**src/rtl/mpps_pkg.sv**
```systemverilog
package mpps_pkg;

	localparam logic [1:0] CMD_LOAD  = 2'd0;
	localparam logic [1:0] CMD_TICK  = 2'd1;
	localparam logic [1:0] CMD_CLEAR = 2'd2;
	localparam logic [1:0] CMD_NONE  = 2'd3;

	localparam logic [1:0] REG_POLICY     = 2'd0;
	localparam logic [1:0] REG_QUANTUM    = 2'd1;
	localparam logic [1:0] REG_HIGH_FIRST = 2'd2;

	localparam logic [2:0] MODE_FCFS     = 3'd0;
	localparam logic [2:0] MODE_SJF      = 3'd1;
	localparam logic [2:0] MODE_SRTF     = 3'd2;
	localparam logic [2:0] MODE_PRIO     = 3'd3;
	localparam logic [2:0] MODE_PRIO_PRE = 3'd4;
	localparam logic [2:0] MODE_RR       = 3'd5;
	// spare codes behave as fcfs
	localparam logic [2:0] MODE_SPARE_6  = 3'd6;
	localparam logic [2:0] MODE_SPARE_7  = 3'd7;

	typedef enum logic [2:0] {
		ST_IDLE,
		ST_RING_LOAD,
		ST_SHIFT,
		ST_RANK,
		ST_HOLD,
		ST_POP,
		ST_EXEC
	} state_t;

	typedef struct packed {
		logic clear;
		logic flush;
		logic load;
		logic ring_load;
		logic ring_shift;
		logic rr_push;
		logic hold_push;
		logic pop;
		logic exec;
	} ctl_t;

	function automatic logic [15:0] sat16(input logic [32:0] v);
		return (v > 33'h0FFFF) ? 16'hFFFF : v[15:0];
	endfunction

endpackage

```
**src/rtl/mpps_cell.sv**
```systemverilog
module mpps_cell #(
	parameter int IDX = 0,
	parameter int N   = 16,
	parameter int TB  = 16
) (
	input  logic                             clk,
	input  logic                             arst_n,
	input  mpps_pkg::ctl_t                   ctl,
	input  logic [$clog2(N+1)-1:0]           count,
	input  logic [$clog2(N+1)-1:0]           fill,
	input  logic [$clog2(N+1)-1:0]           hold_rank,
	input  logic [$clog2(N)-1:0]             cur,
	input  logic                             holding,
	input  logic [$clog2(N)-1:0]             run_slot,
	input  logic                             run_ok,
	input  logic [TB-1:0]                    now,
	input  logic [2:0]                       mode,
	input  logic                             high_first,
	input  logic [7:0]                       ld_id,
	input  logic [TB-1:0]                    ld_arr,
	input  logic [15:0]                      ld_burst,
	input  logic [7:0]                       ld_prio,
	input  logic [((TB > 16) ? TB : 16)-1:0] tok_key_in,
	input  logic                             tok_elig_in,
	input  logic [$clog2(N)-1:0]             tok_idx_in,
	output logic [((TB > 16) ? TB : 16)-1:0] tok_key_out,
	output logic                             tok_elig_out,
	output logic [$clog2(N)-1:0]             tok_idx_out,
	output logic                             win,
	output logic                             elig,
	output logic                             head,
	output logic                             cur_live,
	output logic                             busy_after,
	output logic [7:0]                       id,
	output logic [TB-1:0]                    arr,
	output logic [15:0]                      burst,
	output logic [15:0]                      left,
	output logic                             started
);
	import mpps_pkg::*;

	localparam int KW = (TB > 16) ? TB : 16;
	localparam int CW = $clog2(N+1);
	localparam int SW = $clog2(N);

	logic [7:0]    id_q, prio_q;
	logic [TB-1:0] arr_q;
	logic [15:0]   burst_q, left_q;
	logic          started_q, queued_q, inq_q;
	logic [CW-1:0] rank_q, cnt_q;
	logic [KW-1:0] tok_key_q;
	logic          tok_elig_q;
	logic [SW-1:0] tok_idx_q;

	logic          valid, ready, is_cur, sel, prec, is_slot;
	logic [KW-1:0] key;

	assign valid   = CW'(IDX) < count;
	assign ready   = valid && (left_q != '0) && (arr_q <= now);
	assign is_cur  = cur == SW'(IDX);
	assign is_slot = count == CW'(IDX);
	assign sel     = run_ok && (run_slot == SW'(IDX));

	always_comb begin
		case (mode)
			MODE_SJF, MODE_SRTF:     key = KW'(left_q);
			MODE_PRIO, MODE_PRIO_PRE: key = KW'(high_first ? ~prio_q : prio_q);
			default:                 key = KW'(arr_q);
		endcase
	end

	assign elig = (mode == MODE_RR) ? (ready && !queued_q && !(holding && is_cur)) : ready;
	// earlier entry wins a tie
	assign prec = tok_elig_in &&
		((tok_key_in < key) || ((tok_key_in == key) && (tok_idx_in < SW'(IDX))));

	always_ff @(posedge clk or negedge arst_n) begin
		if (!arst_n) begin
			started_q <= 1'b0;
			queued_q  <= 1'b0;
			inq_q     <= 1'b0;
		end else begin
			if (ctl.clear) begin
				started_q <= 1'b0;
				queued_q  <= 1'b0;
				inq_q     <= 1'b0;
			end else if (ctl.flush) begin
				queued_q <= 1'b0;
				inq_q    <= 1'b0;
			end else if (ctl.load && is_slot) begin
				started_q <= 1'b0;
				queued_q  <= 1'b0;
			end else if (ctl.rr_push && elig) begin
				queued_q <= 1'b1;
				inq_q    <= 1'b1;
			end else if (ctl.hold_push && is_cur) begin
				queued_q <= 1'b1;
				inq_q    <= 1'b1;
			end else if (ctl.pop && inq_q && (rank_q == '0)) begin
				inq_q <= 1'b0;
			end else if (ctl.exec && sel) begin
				started_q <= 1'b1;
			end
		end
	end

	always_ff @(posedge clk) begin
		if (ctl.load && is_slot) begin
			id_q    <= ld_id;
			arr_q   <= ld_arr;
			burst_q <= ld_burst;
			left_q  <= ld_burst;
			prio_q  <= ld_prio;
		end
		if (ctl.exec && sel)
			left_q <= left_q - 16'd1;
		if (ctl.ring_load) begin
			tok_key_q  <= key;
			tok_elig_q <= elig;
			tok_idx_q  <= SW'(IDX);
			cnt_q      <= '0;
		end else if (ctl.ring_shift) begin
			tok_key_q  <= tok_key_in;
			tok_elig_q <= tok_elig_in;
			tok_idx_q  <= tok_idx_in;
			if (prec)
				cnt_q <= cnt_q + CW'(1);
		end
		if (ctl.rr_push && elig)
			rank_q <= fill + cnt_q;
		else if (ctl.hold_push && is_cur)
			rank_q <= hold_rank;
		else if (ctl.pop && inq_q && (rank_q != '0))
			rank_q <= rank_q - CW'(1);
	end

	assign tok_key_out  = tok_key_q;
	assign tok_elig_out = tok_elig_q;
	assign tok_idx_out  = tok_idx_q;
	assign win          = elig && (cnt_q == '0);
	assign head         = inq_q && (rank_q == '0);
	assign cur_live     = is_cur && valid && (left_q != '0);
	assign busy_after   = valid && (left_q != '0) && !(sel && (left_q == 16'd1));
	assign id           = id_q;
	assign arr          = arr_q;
	assign burst        = burst_q;
	assign left         = left_q;
	assign started      = started_q;

endmodule

```
**src/rtl/multi_policy_process_scheduler.sv**
```systemverilog
// Process scheduler over a table of MAX_PROCS entries held in a ring of cells.
// Load and clear are taken in the idle state. A tick runs through ring load,
// shift, rank, hold, pop and exec: every cell's key token travels once around
// the ring while each cell counts the eligible entries that beat it; then rank,
// hold and pop settle the round robin queue and the choice, and exec updates the
// chosen entry and presents the result once the output is free. The result sits
// in an output register, so the next command is taken while it waits.
module multi_policy_process_scheduler #(
	parameter int MAX_PROCS = 16,
	parameter int TIME_BITS = 16
) (
	input  logic        clk,
	input  logic        arst_n,
	input  logic        cfg_we,
	input  logic [1:0]  cfg_index,
	input  logic [7:0]  cfg_data,
	input  logic        in_valid,
	output logic        in_stall,
	input  logic [1:0]  command,
	input  logic [7:0]  proc_id,
	input  logic [15:0] arrive_time,
	input  logic [15:0] burst_len,
	input  logic [7:0]  prio_level,
	output logic        out_valid,
	input  logic        out_stall,
	output logic [15:0] tick_time,
	output logic        cpu_idle,
	output logic [7:0]  run_id,
	output logic        first_dispatch,
	output logic [15:0] response_time,
	output logic        finished,
	output logic [15:0] turnaround,
	output logic [15:0] waiting,
	output logic        all_done
);
	import mpps_pkg::*;

	localparam int N  = MAX_PROCS;
	localparam int TB = TIME_BITS;
	localparam int KW = (TB > 16) ? TB : 16;
	localparam int MW = KW + 1;
	localparam int CW = $clog2(N+1);
	localparam int SW = $clog2(N);

	state_t        state_q, state_d;
	ctl_t          ctl;
	logic [2:0]    policy_q, mode;
	logic [7:0]    quantum_q, q_eff;
	logic          hf_q;
	logic [CW-1:0] count_q, fill_q, new_cnt;
	logic [TB-1:0] now_q, next_now, ld_arr;
	logic [SW-1:0] cur_q, shift_q, run_slot_q, win_slot, head_slot;
	logic          holding_q, run_ok_q;
	logic [7:0]    slice_q;
	logic          in_acc, out_free, is_rr, pop_now, cur_live_any, do_hold_push;

	logic [15:0] tick_q, resp_q, tat_q, wait_q;
	logic        out_valid_q, idle_q, fd_q, fin_q, done_q;
	logic [7:0]  run_id_q;

	logic [N-1:0][KW-1:0] c_key;
	logic [N-1:0]         c_tok_elig, c_win, c_elig, c_head, c_cur_live, c_busy, c_started;
	logic [N-1:0][SW-1:0] c_idx;
	logic [N-1:0][7:0]    c_id;
	logic [N-1:0][TB-1:0] c_arr;
	logic [N-1:0][15:0]   c_burst, c_left;

	logic [TB-1:0] arr_r;
	logic [15:0]   burst_r, left_r;
	logic [MW-1:0] tat_w, wait_w, ld_arr_w;

	assign in_acc   = in_valid && !in_stall;
	assign out_free = !out_valid_q || !out_stall;
	assign mode     = (policy_q > MODE_RR) ? MODE_FCFS : policy_q;
	assign is_rr    = mode == MODE_RR;
	assign q_eff    = (quantum_q == 8'd0) ? 8'd1 : quantum_q;
	assign pop_now  = !holding_q && (fill_q != '0);
	assign next_now = (now_q == {TB{1'b1}}) ? now_q : now_q + TB'(1);

	assign ld_arr_w = MW'(arrive_time);
	assign ld_arr   = (ld_arr_w > MW'({TB{1'b1}})) ? {TB{1'b1}} : TB'(ld_arr_w);

	genvar g;
	generate
		for (g = 0; g < N; g++) begin : g_cell
			localparam int PREV = (g == 0) ? N - 1 : g - 1;
			mpps_cell #(.IDX(g), .N(N), .TB(TB)) u_cell (
				.clk         (clk),
				.arst_n      (arst_n),
				.ctl         (ctl),
				.count       (count_q),
				.fill        (fill_q),
				.hold_rank   (fill_q),
				.cur         (cur_q),
				.holding     (holding_q),
				.run_slot    (run_slot_q),
				.run_ok      (run_ok_q),
				.now         (now_q),
				.mode        (mode),
				.high_first  (hf_q),
				.ld_id       (proc_id),
				.ld_arr      (ld_arr),
				.ld_burst    (burst_len),
				.ld_prio     (prio_level),
				.tok_key_in  (c_key[PREV]),
				.tok_elig_in (c_tok_elig[PREV]),
				.tok_idx_in  (c_idx[PREV]),
				.tok_key_out (c_key[g]),
				.tok_elig_out(c_tok_elig[g]),
				.tok_idx_out (c_idx[g]),
				.win         (c_win[g]),
				.elig        (c_elig[g]),
				.head        (c_head[g]),
				.cur_live    (c_cur_live[g]),
				.busy_after  (c_busy[g]),
				.id          (c_id[g]),
				.arr         (c_arr[g]),
				.burst       (c_burst[g]),
				.left        (c_left[g]),
				.started     (c_started[g])
			);
		end
	endgenerate

	// one-hot to index
	always_comb begin
		win_slot  = '0;
		head_slot = '0;
		for (int i = 0; i < N; i++) begin
			if (c_win[i])
				win_slot = win_slot | SW'(i);
			if (c_head[i])
				head_slot = head_slot | SW'(i);
		end
	end

	assign new_cnt      = CW'($countones(c_elig));
	assign cur_live_any = |c_cur_live;
	assign do_hold_push = is_rr && holding_q && cur_live_any && (slice_q >= q_eff);

	assign arr_r   = c_arr[run_slot_q];
	assign burst_r = c_burst[run_slot_q];
	assign left_r  = c_left[run_slot_q];
	assign tat_w   = MW'(next_now - arr_r);
	assign wait_w  = (tat_w >= MW'(burst_r)) ? tat_w - MW'(burst_r) : '0;

	always_comb begin
		state_d = state_q;
		case (state_q)
			ST_IDLE:      if (in_acc && (command == CMD_TICK)) state_d = ST_RING_LOAD;
			ST_RING_LOAD: state_d = ST_SHIFT;
			ST_SHIFT:     if (shift_q == SW'(N - 2)) state_d = ST_RANK;
			ST_RANK:      state_d = ST_HOLD;
			ST_HOLD:      state_d = ST_POP;
			ST_POP:       state_d = ST_EXEC;
			ST_EXEC:      if (out_free) state_d = ST_IDLE;
			default:      state_d = ST_IDLE;
		endcase
	end

	always_comb begin
		ctl       = '0;
		in_stall  = state_q != ST_IDLE;
		ctl.flush = cfg_we && (cfg_index == REG_POLICY);
		case (state_q)
			ST_IDLE: begin
				ctl.load  = in_valid && (command == CMD_LOAD) && (burst_len != 16'd0) &&
					(count_q < CW'(N));
				ctl.clear = in_valid && (command == CMD_CLEAR);
			end
			ST_RING_LOAD: ctl.ring_load = 1'b1;
			ST_SHIFT:     ctl.ring_shift = 1'b1;
			ST_RANK:      ctl.rr_push = is_rr;
			ST_HOLD:      ctl.hold_push = do_hold_push;
			ST_POP:       ctl.pop = is_rr && pop_now;
			ST_EXEC:      ctl.exec = out_free;
			default:      ctl = '0;
		endcase
	end

	always_ff @(posedge clk or negedge arst_n) begin
		if (!arst_n) begin
			state_q     <= ST_IDLE;
			policy_q    <= MODE_FCFS;
			quantum_q   <= 8'd2;
			hf_q        <= 1'b0;
			count_q     <= '0;
			now_q       <= '0;
			cur_q       <= '0;
			holding_q   <= 1'b0;
			slice_q     <= '0;
			fill_q      <= '0;
			shift_q     <= '0;
			run_slot_q  <= '0;
			run_ok_q    <= 1'b0;
			out_valid_q <= 1'b0;
		end else begin
			state_q <= state_d;
			if (out_valid_q && !out_stall)
				out_valid_q <= 1'b0;
			if (cfg_we) begin
				case (cfg_index)
					REG_POLICY: begin
						policy_q  <= cfg_data[2:0];
						cur_q     <= '0;
						holding_q <= 1'b0;
						slice_q   <= '0;
						fill_q    <= '0;
					end
					REG_QUANTUM:    quantum_q <= cfg_data;
					REG_HIGH_FIRST: hf_q <= cfg_data[0];
					default:        ;
				endcase
			end
			case (state_q)
				ST_IDLE: begin
					if (ctl.load)
						count_q <= count_q + CW'(1);
					if (ctl.clear) begin
						count_q   <= '0;
						now_q     <= '0;
						cur_q     <= '0;
						holding_q <= 1'b0;
						slice_q   <= '0;
						fill_q    <= '0;
					end
				end
				ST_RING_LOAD: shift_q <= '0;
				ST_SHIFT:     shift_q <= shift_q + SW'(1);
				ST_RANK: begin
					if (is_rr) begin
						fill_q <= fill_q + new_cnt;
					end else if ((mode != MODE_SRTF) && (mode != MODE_PRIO_PRE) &&
						holding_q && cur_live_any) begin
						// non-preemptive holder keeps the cpu
						run_slot_q <= cur_q;
						run_ok_q   <= 1'b1;
					end else begin
						run_slot_q <= win_slot;
						run_ok_q   <= |c_win;
					end
				end
				ST_HOLD: begin
					if (is_rr) begin
						if (do_hold_push) begin
							fill_q    <= fill_q + CW'(1);
							holding_q <= 1'b0;
						end else begin
							holding_q <= holding_q && cur_live_any;
						end
					end
				end
				ST_POP: begin
					if (is_rr) begin
						run_slot_q <= pop_now ? head_slot : cur_q;
						run_ok_q   <= pop_now || holding_q;
						if (pop_now) begin
							holding_q <= 1'b1;
							cur_q     <= head_slot;
							slice_q   <= '0;
							fill_q    <= fill_q - CW'(1);
						end
					end
				end
				ST_EXEC: begin
					if (out_free) begin
						out_valid_q <= 1'b1;
						now_q       <= next_now;
						if (!run_ok_q) begin
							if (!is_rr)
								holding_q <= 1'b0;
						end else begin
							if ((run_slot_q != cur_q) || !holding_q)
								slice_q <= 8'd1;
							else if (slice_q != 8'hFF)
								slice_q <= slice_q + 8'd1;
							cur_q     <= run_slot_q;
							holding_q <= left_r != 16'd1;
						end
					end
				end
				default: ;
			endcase
		end
	end

	always_ff @(posedge clk) begin
		if ((state_q == ST_EXEC) && out_free) begin
			tick_q   <= sat16(33'(now_q));
			idle_q   <= !run_ok_q;
			done_q   <= !(|c_busy);
			run_id_q <= run_ok_q ? c_id[run_slot_q] : 8'd0;
			fd_q     <= run_ok_q && !c_started[run_slot_q];
			resp_q   <= (run_ok_q && !c_started[run_slot_q]) ?
				sat16(33'(now_q - arr_r)) : 16'd0;
			fin_q    <= run_ok_q && (left_r == 16'd1);
			tat_q    <= (run_ok_q && (left_r == 16'd1)) ? sat16(33'(tat_w)) : 16'd0;
			wait_q   <= (run_ok_q && (left_r == 16'd1)) ? sat16(33'(wait_w)) : 16'd0;
		end
	end

	assign out_valid      = out_valid_q;
	assign tick_time      = tick_q;
	assign cpu_idle       = idle_q;
	assign run_id         = run_id_q;
	assign first_dispatch = fd_q;
	assign response_time  = resp_q;
	assign finished       = fin_q;
	assign turnaround     = tat_q;
	assign waiting        = wait_q;
	assign all_done       = done_q;

endmodule

```
**config.mk**
```make
export PLATFORM = sky130hd
export DESIGN_NAME = multi_policy_process_scheduler
export DESIGN_NICKNAME = d
export VERILOG_FILES = /design/src/rtl/mpps_pkg.sv /design/src/rtl/mpps_cell.sv /design/src/rtl/multi_policy_process_scheduler.sv
export SDC_FILE = /design/constraint.sdc
export NUM_CORES = 2
export LEC_CHECK = 0
export ABC_AREA = 1
export BUFFER_PORTS_ARGS = -buffer_cell sky130_fd_sc_hd__buf_2
export CAP_MARGIN = 25
export CORE_MARGIN = 4
export CORE_UTILIZATION = 35
export CTS_CLUSTER_DIAMETER = 60
export DETAILED_ROUTE_END_ITERATION = 8
export PLACE_DENSITY = 0.51
export RECOVER_POWER = 25
export SYNTH_ARGS = -nofsm -noshare
export SYNTH_HDL_FRONTEND = slang
export SYNTH_SLANG_ARGS = --single-unit
```
**constraint.sdc**
```tcl
create_clock -name clk -period 8.3 [get_ports clk]
set_input_delay 1.245 -clock clk [delete_from_list [all_inputs] [get_ports clk]]
set_output_delay 1.245 -clock clk [all_outputs]
set_load 0.005 [all_outputs]
```
==> impl.org <==
** Global route
- For this run the aggregate overflow at the end of global routing stands at 0.
- Entering global routing, the biggest net connects between 100 and 150 pins.
- The number of global-route vias before repair was about 78000.
- Initial antenna violation count :: 37
- Combined global-route utilization of all metal layers :: approximately 29%
- The first global-routing pass estimated just under 600 mm of wire.

** Routing
- Total number of vias :: 82931
- For this run, design rule violations remaining after detail routing come to 0.
- Number of antenna-violating nets in the routed design :: 0
- Number of search-and-repair iterations in the first detailed-routing pass :: 8
- In the final routed layout, each cell accounts on average for a little over 30 um.
- In the routed layout, each cell is associated on average with a via count of 5.826.
- Overall routed net length :: about 430 mm
- Number of design-rule violations left by the first detailed-router iteration :: around 11000

** Worst setup path
- Worst setup path end :: fill_q[4]
- Worst Path Class, Setup :: reg2reg
- Critical path required time :: 9040 ps
- Critical Path End Type :: flop
- Cell at the slowest stage of the critical path :: sky130_fd_sc_hd__clkbuf_1
- Worst r2r src :: now_q[0]
- Endpoint of the worst register-to-register path :: fill_q[4]
- For flop-to-flop paths, the worst setup slack is approximately 1300 ps.
- In this design, the stage delay of the slowest critical-path cell is ~1300 ps.
- The critical path starts at now_q[0].
- Critical path's most frequent cell :: sky130_fd_sc_hd__nand2_1
- Critical path startpoint category :: flop
- Measured in cells, the most critical reg-to-reg path has a length of 29.
- Max Fanout on Critical Path :: 17
- At the worst endpoint, the arrival time is 7750 ps.

** Cells and area
- Non-filler instance count after layout :: approximately 14000
- Leaving out fill and tap cells, the most frequent cell in the layout is sky130_fd_sc_hd__nand2_1.
- Measured on the finished design, the core utilization comes to about two fifths.
- Signed area change from the synthesized netlist to the final layout :: 12.91%
- The top cell types in the final layout, fill and taps aside, are 1830 x sky130_fd_sc_hd__nand2_1, 1447 x sky130_fd_sc_hd__edfxtp_1, 945 x sky130_fd_sc_hd__nor2_1.
- Summed area of non-filler cells in the final layout :: around 0.11 sq mm
- Share of final-layout standard cells stronger than drive strength 1 :: between 6 and 7%
- At the end of the flow, the number of nets in the layout was about 11000.

** Logic synthesis
- Avg Synthesized Cell Area :: around 9.5 sq um
- Leading area contributor after synthesis :: sky130_fd_sc_hd__edfxtp_1
- Synthesis produced a netlist with a net count of ~11000.
- Number of synthesized register bits :: between 1500 and 2000
- By area the synthesized netlist is led by sky130_fd_sc_hd__edfxtp_1 45%, sky130_fd_sc_hd__ha_1 9.4%, sky130_fd_sc_hd__nand2_1 7.1%.
- Synth async-reset ratio :: under 10%
- Synthesis produced roughly 10000 cells.
- The cell area that synthesis handed to floorplanning was around 0.097 sq mm.
- Synth warnings :: 0
- Count of different cell masters after synthesis :: 64
- Portion of the post-synthesis area used by sequential elements :: about half
- After synthesis, the largest area contributor takes up about 45% of total cell area.
- Number of synthesized flops with an enable pin :: ~1400
- Most frequently used flop master after synthesis :: sky130_fd_sc_hd__edfxtp_1

** Placement
- Number of cells in the design after placement :: approximately 14000
- RD Place Congestion :: roughly 0.99
- The wire-length estimate of the detail-placed layout is 308.2 mm.
- The placed instances occupy a cell area of about 0.10 sq mm.
- During placement, the flow inserted port buffers numbering between 100 and 150.
- Timing analysis after detailed placement gives a worst setup slack of 1528 ps.

** Die
- After floorplanning, the core was sized to cover about 0.27 sq mm.
- In this run the vertical extent of the chip is around 530 um.
- The die covers ~0.28 sq mm.
- Horiz. Die Dim :: around 530 um
- Row count :: between 150 and 200
- Initial cell density of the core :: a little over a third
- roughly 140 I/O pins were placed.

** Power
- Total power density per cell area :: roughly 350 mW/mm^2
- P_leak :: 43.30 nW
- VDD sags by at most between 0.3 and 0.4 mV.

** Clocking
- Number of buffers added to fix hold violations after cts :: 0
- In this run, CTS created clock tree buffers numbering 210.
- Clock-pin slew on the worst setup and hold paths :: roughly 60 ps
- Insertion delay to the later sink of the worst-skew pair :: 900 ps
- Clock sinks :: roughly 1700
- Buffer cell driving the clock tree root :: sky130_fd_sc_hd__clkbuf_16
- Counting along the longest clock path gives a buffer depth of 4.
- TritonCTS built the clock tree.
- Number of levels the H-tree was split into :: 4
- After clock tree synthesis, the repair step resized 0 gates.
- Setup Buffers After CTS :: 0

** STA
- Setup repair after global routing left no endpoint under its margin.
- Setup slack after layout :: between 1000 and 1500 ps
- Worst relative slew slack :: -183.3%
- The clock period could shrink to ~7000 ps.
- Of the available clock period, the critical path in the final layout requires between 80% and 90%.
- Static timing analysis puts the maximum clock frequency at around 140 MHz.
- The count of pins over their slew limit was a little over 800.
- After routing, the total negative slack on setup checks comes to 0 ps.
- For the final database, setup skew stands at 81.98 ps.
- # setup viols final :: 0
- The number of hold-slack violations in the final timing report was 0.
- Transition time at the pin with the least slew margin :: approximately 4300 ps

** Worst hold path
- The path class of the tightest hold or removal check is reg2reg.
- The startpoint identified for the worst hold timing path is g_cell[15].u_cell.tok_idx_out[0].
- Counting instances, the worst hold path has a depth of 2.

** Run status
- The run finished, with violations left.
- Violated checks :: capacitance limit, slew limit

** Run
- Across the run, the number of max-cap violations was 40.
-- layer usage --
layer | track usage (%) | up-vias | wire (um)
li1 | - | 36647 | -
met1 | 37.37 | 40795 | 168300
met2 | 45.86 | 4472 | 193000
met3 | 5.840 | 1005 | 40410
met4 | 15.90 | 12 | 27410
met5 | 0 | - | 80
-- report_power, final --
part           switching, W  leakage, nW  internal (W)  total (W)
sequential          0.00113         15.8        0.0110     0.0122
clock               0.00395         3.41       0.00565    0.00960
combinational        0.0119         24.1       0.00485     0.0168
total                0.0170         43.3        0.0215     0.0385
-- synthesized netlist by cell type (89+ instances only) --
master / number
sky130_fd_sc_hd__a21oi_1: 714
sky130_fd_sc_hd__a221oi_1: 117
sky130_fd_sc_hd__a22oi_1: 296
sky130_fd_sc_hd__clkbuf_1: 319
sky130_fd_sc_hd__dfrtp_1: 110
sky130_fd_sc_hd__dfxtp_1: 144
sky130_fd_sc_hd__edfxtp_1: 1447
sky130_fd_sc_hd__ha_1: 723
sky130_fd_sc_hd__inv_1: 860
sky130_fd_sc_hd__nand2_1: 1838
sky130_fd_sc_hd__nand3_1: 531
sky130_fd_sc_hd__nand4_1: 111
sky130_fd_sc_hd__nor2_1: 961
sky130_fd_sc_hd__nor3_1: 89
sky130_fd_sc_hd__o21ai_0: 777
sky130_fd_sc_hd__o22ai_1: 207
sky130_fd_sc_hd__xnor2_1: 95
sky130_fd_sc_hd__xor2_1: 305
-- through the flow --
| stage | power, W | hold WS, ps |
|---|---|---|
| 6_report | 0.03851 | 451.8 |
| 5_1_grt | 0.04047 | 480.7 |
| 4_1_cts | 0.03834 | 405.7 |
| 3_5_place_dp | 0.02867 | 440.0 |
| 3_3_place_gp | 0.02853 | 435.4 |
| 2_1_floorplan | 0.02189 | 423.6 |
-- area by class of cell --
cell class | count | area (sq um)
antenna | 26 | 65.06
timing repair buffer | 326 | 2113
fill | 27213 | 165100
inverter | 905 | 3423
tap | 3686 | 4612
sequential | 1702 | 49120
clock buffer | 271 | 5752
clock inverter | 106 | 1299
multi-input combinational | 7212 | 42810
-- critical path: cells and delay by family (launching register included) --
family / cells / cell delay, ps
and+or+nand+nor: 15 / 1350
DFF: 1 / 430
adders and majority gates: 7 / 3010
AOI/OAI and AO/OA: 2 / 360
buffers and inverters: 5 / 1670
-- flip-flops by register name, indices dropped and copies added, names as in the netlist, 64 cells and up --
name                       cells
g_cell.u_cell.arr            256
g_cell.u_cell.burst          256
g_cell.u_cell.cnt_q           80
g_cell.u_cell.id             128
g_cell.u_cell.left           256
g_cell.u_cell.prio_q         128
g_cell.u_cell.rank_q          75
g_cell.u_cell.tok_idx_out     64
g_cell.u_cell.tok_key_out    256
-- cell families (layout without fill, tap and decap cells) --
group | after synthesis | count (layout) | synth area share [%]
simple gates | 3665 | 3665 | 15.84
compound gates | 2394 | 2394 | 14.59
flops | 1702 | 1702 | 50.78
buf+inv | 1314 | 1608 | 5.185
fa+ha+maj | 753 | 753 | 9.974
xor+xnor | 400 | 400 | 3.622
other cells | 0 | 26 | 0
-- worst min-delay path by stage --
stage	endpoint	slack, ps
2_1_floorplan	g_cell[11].u_cell.tok_idx_out[0]	420
3_3_place_gp	g_cell[15].u_cell.tok_idx_out[0]	440
3_5_place_dp	g_cell[15].u_cell.tok_idx_out[0]	440
4_1_cts	quantum_q[7]	410
5_1_grt	g_cell[11].u_cell.tok_idx_out[0]	480
6_report	g_cell[15].u_cell.tok_idx_out[0]	450
No activity file was read; power rests on OpenSTA's default activity.
